===== src/rtl/pqads_pkg.sv =====
// types and constants of the pq distance scanner
package pqads_pkg;

    localparam int SUB_W   = 3;
    localparam int CENT_W  = 8;
    localparam int DIM_W   = 4;
    localparam int RAW_W   = 16;
    localparam int CODE_W  = 64;
    localparam int TABLE_W = 36;
    localparam int DIST_W  = 39;
    localparam int CFG_IDX_W  = 2;
    localparam int CFG_DATA_W = 9;

    localparam logic [TABLE_W-1:0] TABLE_MAX = '1;

    localparam logic [CFG_IDX_W-1:0] CFG_SUBSPACES = 2'd0;
    localparam logic [CFG_IDX_W-1:0] CFG_CENTROIDS = 2'd1;
    localparam logic [CFG_IDX_W-1:0] CFG_SUB_DIMS  = 2'd2;

    typedef enum logic [1:0] {
        OP_CB_WRITE = 2'd0,
        OP_QUERY    = 2'd1,
        OP_SCORE    = 2'd2
    } t_opcode;

    typedef struct packed {
        logic [1:0]        opcode;
        logic [SUB_W-1:0]  sub_index;
        logic [CENT_W-1:0] centroid_index;
        logic [DIM_W-1:0]  dim_index;
        logic signed [RAW_W-1:0] element_value;
        logic [CODE_W-1:0] packed_code;
    } t_in_item;

    typedef struct packed {
        logic [DIST_W-1:0] distance;
        logic              code_out_of_range;
    } t_out_item;

    // control shared by all lanes
    typedef struct packed {
        logic              cb_we;
        logic              q_issue;
        logic              dim0;
        logic [SUB_W-1:0]  sub;
        logic [CENT_W-1:0] cent;
        logic [DIM_W-1:0]  dim;
    } t_lane_ctl;

endpackage


===== src/rtl/pqads_merge.sv =====
// two-level adder tree over the lane table entries
module pqads_merge import pqads_pkg::*; #(
    parameter int LANES = 8
) (
    input  logic               i_clk,
    input  logic               i_rst_n,
    input  logic               i_valid,
    input  logic [3:0]         i_used,
    input  logic [TABLE_W-1:0] i_entry [LANES],
    output logic               o_valid,
    output logic [DIST_W-1:0]  o_sum
);

    localparam int PAIRS = (LANES + 1) / 2;

    logic [TABLE_W:0]   r_part [PAIRS];
    logic               r_v1, r_v2;
    logic [DIST_W-1:0]  r_sum;
    logic [DIST_W-1:0]  total;

    for (genvar p = 0; p < PAIRS; p++) begin : g_pair
        logic [TABLE_W:0] a, b;
        assign a = (2 * p < int'(i_used)) ? (TABLE_W + 1)'(i_entry[2 * p]) : '0;
        if (2 * p + 1 < LANES) begin : g_two
            assign b = (2 * p + 1 < int'(i_used)) ?
                       (TABLE_W + 1)'(i_entry[2 * p + 1]) : '0;
        end else begin : g_one
            assign b = '0;
        end
        always_ff @(posedge i_clk) begin
            r_part[p] <= a + b;
        end
    end

    always_comb begin
        total = '0;
        for (int p = 0; p < PAIRS; p++) begin
            total = total + DIST_W'(r_part[p]);
        end
    end

    always_ff @(posedge i_clk) begin
        if (!i_rst_n) begin
            r_v1 <= 1'b0;
            r_v2 <= 1'b0;
        end else begin
            r_v1 <= i_valid;
            r_v2 <= r_v1;
        end
        r_sum <= total;
    end

    assign o_valid = r_v2;
    assign o_sum   = r_sum;

endmodule


===== config.mk =====
export PLATFORM = sky130hd
export DESIGN_NAME = pqads_merge
export DESIGN_NICKNAME = d
export VERILOG_FILES = /design/src/rtl/pqads_pkg.sv /design/src/rtl/pqads_merge.sv
export SDC_FILE = /design/constraint.sdc
export NUM_CORES = 1
export LEC_CHECK = 0
export BUFFER_PORTS_ARGS = -buffer_cell sky130_fd_sc_hd__buf_4
export CORE_ASPECT_RATIO = 0.75
export CORE_UTILIZATION = 52
export CTS_CLUSTER_DIAMETER = 60
export DETAILED_ROUTE_END_ITERATION = 12
export PLACE_DENSITY = 0.85
export SYNTH_ARGS = -nofsm -noshare
export SYNTH_HDL_FRONTEND = slang
export SYNTH_SLANG_ARGS = --single-unit

===== constraint.sdc =====
create_clock -name i_clk -period 4.5 [get_ports i_clk]
set_input_delay 0.9 -clock i_clk [delete_from_list [all_inputs] [get_ports i_clk]]
set_output_delay 0.9 -clock i_clk [all_outputs]
set_load 0.03 [all_outputs]

==> metrics.csv <==
metric,value,unit
status,"finished, final reports clean",
Final Cycle Share,92.1,%
pin count of the biggest net entering global routing,37,
Die Span Y,160,um
fraction of layout cells with a size suffix above 1,17.2,%
Root Driver,clkbuf_16,
via count,15937,
"setup slack, reg-to-reg",0.36,ns
RSZ-0062 raised after global routing,false,
number of CTS-inserted buffers,17,
power per cell area,605,nW/um^2
drt first pass iters,6,
hold depth,1,
"flops & latches, synth",189,
Hold Crit Start,r_v1$_SDFF_PN0_,
R2R Path Start,r_part[1][1]$_DFF_P_,
Placeable Area,32500,um^2
number of remaining DRC errors,0,
ranking of synthesized cells by area,"dfxtp_1, ha_1, fa_1",
Lkg Pwr,10.4,nW
post-DR wirelength/cell,17.3,um
vias in the first global route,15506,
Hold Buf Count CTS,0,
Worst Path Required,4.83,ns
Post-Layout Cell Count,2891,
Yosys cell types,74,
Initial Utilization,53.2,%
final setup fails,0,
register area,3780,um^2
Slew @ Worst Pin,0.604,ns
yosys warns,0,
final RePlAce weighted congestion,1.02,
Nets,2988,
"area leader, netlist",dfxtp_1,
DRT Wirelength,49.9,mm
"Area growth, synth to finish",21.5,%
relative slew slack,58.7,%
Setup WS post-layout,0.356,ns
Peak Freq,0.241,GHz
synthesized instance count,2109,
final hold slack,0.433,ns
reg2reg end,o_sum[37]$_DFF_P_,
Worst Setup EP,o_sum[37]$_DFF_P_,
global-route wire length before repair,78.8,mm
maximum root-to-sink buffer count,2,
Iter 0 DRT Violations,1393,
Syn Nets,2664,
post-DP HPWL,41.4,mm
HP Class,flop to flop,
Routed Antenna Nets,0,
initial antenna violation count,4,
number of max-slew violations in the final report,0,
Reg2Reg Depth,15,
clock transition at the registers of the reported paths,0.08,ns
crit path launch,r_part[1][1]$_DFF_P_,
Synth Area per Inst,8.20,um^2
ys flop type,dfxtp_1,
Multi-input gate area,12400,um^2
port bufs,334,
crit path max fanout,5,
crit end category,flop,
H-tree depth,4,
max_cap viols,0,
postcts setup bufs,0,
pre-CTS setup slack,0.227,ns
# IOs,335,
Netlist Area Pre-Place,17300,um^2
Die W,213,um
Fin. Hold Viols,0,
Worst Skew,0.0131,ns
Final Critical Period,4.14,ns
WS Path Type,flop to flop,
CTS tree,built,
total global routing track utilization,29.2,%
fillers,2816,
top-area cell type share of the netlist area,21.9,%
"Seq/Total Area, Yosys",21.9,%
Post-synth EDFFs,0,
Site Rows,57,
Worst EP arrival,4.47,ns
worst skew pair latency,0.44,ns
clock sink count,189,
cts repair resizes,0,
asr flop ratio synth,0,%
Worst setup SP type,flop,
GRT Residual Overflow,0,
Max VDD drop,0.417,mV
Die Area,34000,um^2
setup tns final,0,ns
placed cells,2856,
vias per cell,5.51,
routing by layer:
layer	part of all wire, %	global-route usage, %	wire [um]	vias up
met4	1.7	6.97	854	0
li1	-	-	-	7835
met1	49	43.7	24300	7326
met3	6.9	3.32	3430	70
met2	43	44.6	21200	706
met5	0	0	0	-
report_power, final:
group          switching (mW)  total (mW)  internal (mW)
clock network           0.790        1.55          0.758
registers               0.250        2.53           2.28
logic                    5.02        8.64           3.61
total                    6.06        12.7           6.65
state kept, by name, summed over array words and instances, names as in the netlist:
signal   flops
r_part     148
r_v1         1
o_valid      1
o_sum       39
stage by stage:
stage | total power [mW] | util (%) | instance area [um^2]
floorplan | 8.73 | - | 17300
global placement | 10.6 | 62.7 | 20400
detailed placement | 10.9 | 62.7 | 20400
CTS | 12.5 | 64.6 | 21000
global route | 13.7 | 64.6 | 21000
finish | 12.7 | 64.6 | 21000
how the worst min path moves through the flow:
stage	endpoint	slack [ns]
after CTS	o_valid$_SDFF_PN0_	0.44
after global placement	o_valid$_SDFF_PN0_	0.41
final	o_valid$_SDFF_PN0_	0.43
after global routing	o_valid$_SDFF_PN0_	0.47
after floorplan	o_valid$_SDFF_PN0_	0.41
after detailed placement	o_valid$_SDFF_PN0_	0.42
cell usage after synthesis, types with 6 or more instances:
library cell	instances
nor3_1	28
a2111oi_0	6
nand4_1	23
nand2b_1	16
inv_1	242
xnor2_1	95
dfxtp_1	189
nor2_1	96
o211ai_1	19
and3_1	23
o31ai_1	10
a31o_2	6
a21oi_1	165
xor2_1	53
nand2_1	99
and2_1	87
or3_1	6
clkbuf_1	44
a21o_1	75
o21ai_0	66
ha_1	182
nor4_1	7
o21ai_1	36
o21bai_1	25
a211oi_1	21
o21a_1	27
a21boi_1	6
a31oi_1	20
fa_1	78
nand3_1	39
nor2b_1	238
critical path, stage by stage (launching register included):
cell and delay (ns):
dfxtp_1 0.43, inv_1 0.09, fa_1 0.55, fa_1 0.40
inv_1 0.08, ha_1 0.20, inv_1 0.08, fa_1 0.46
nand2b_1 0.18, a21oi_1 0.27, o221a_2 0.32, o211a_1 0.25
a211oi_2 0.10, o31a_1 0.37, o21ai_0 0.16, nand3_1 0.09
cells in the final DEF, fill, tap and decap left out, types with 75 or more instances in the layout:
cell type and instances:
buf_4 352, inv_1 242, nor2b_1 238, dfxtp_1 189
ha_1 182, a21oi_1 164, nand2_1 99, xnor2_1 95
nor2_1 94, and2_1 87, fa_1 78, a21o_1 75
cells by family after synthesis:
family | count (synthesis) | synth area share [%]
compound gates | 537 | 20.4
simple gates | 681 | 21.5
mux | 2 | 0.116
xor+xnor | 148 | 7.50
buf+inv | 292 | 6.38
fa+ha+maj | 260 | 22.2
flops | 189 | 21.9
cell type report:
type,count,area share (%)
clock buffers,17,2.03
well taps,442,2.63
clock inverters,15,0.905
multi-input cells,1628,59.2
repair buffers,355,12.9
inverters,242,4.32
flip-flops and latches,189,18.0
diodes,3,0.0357
Power figures use the tool's default switching activity.
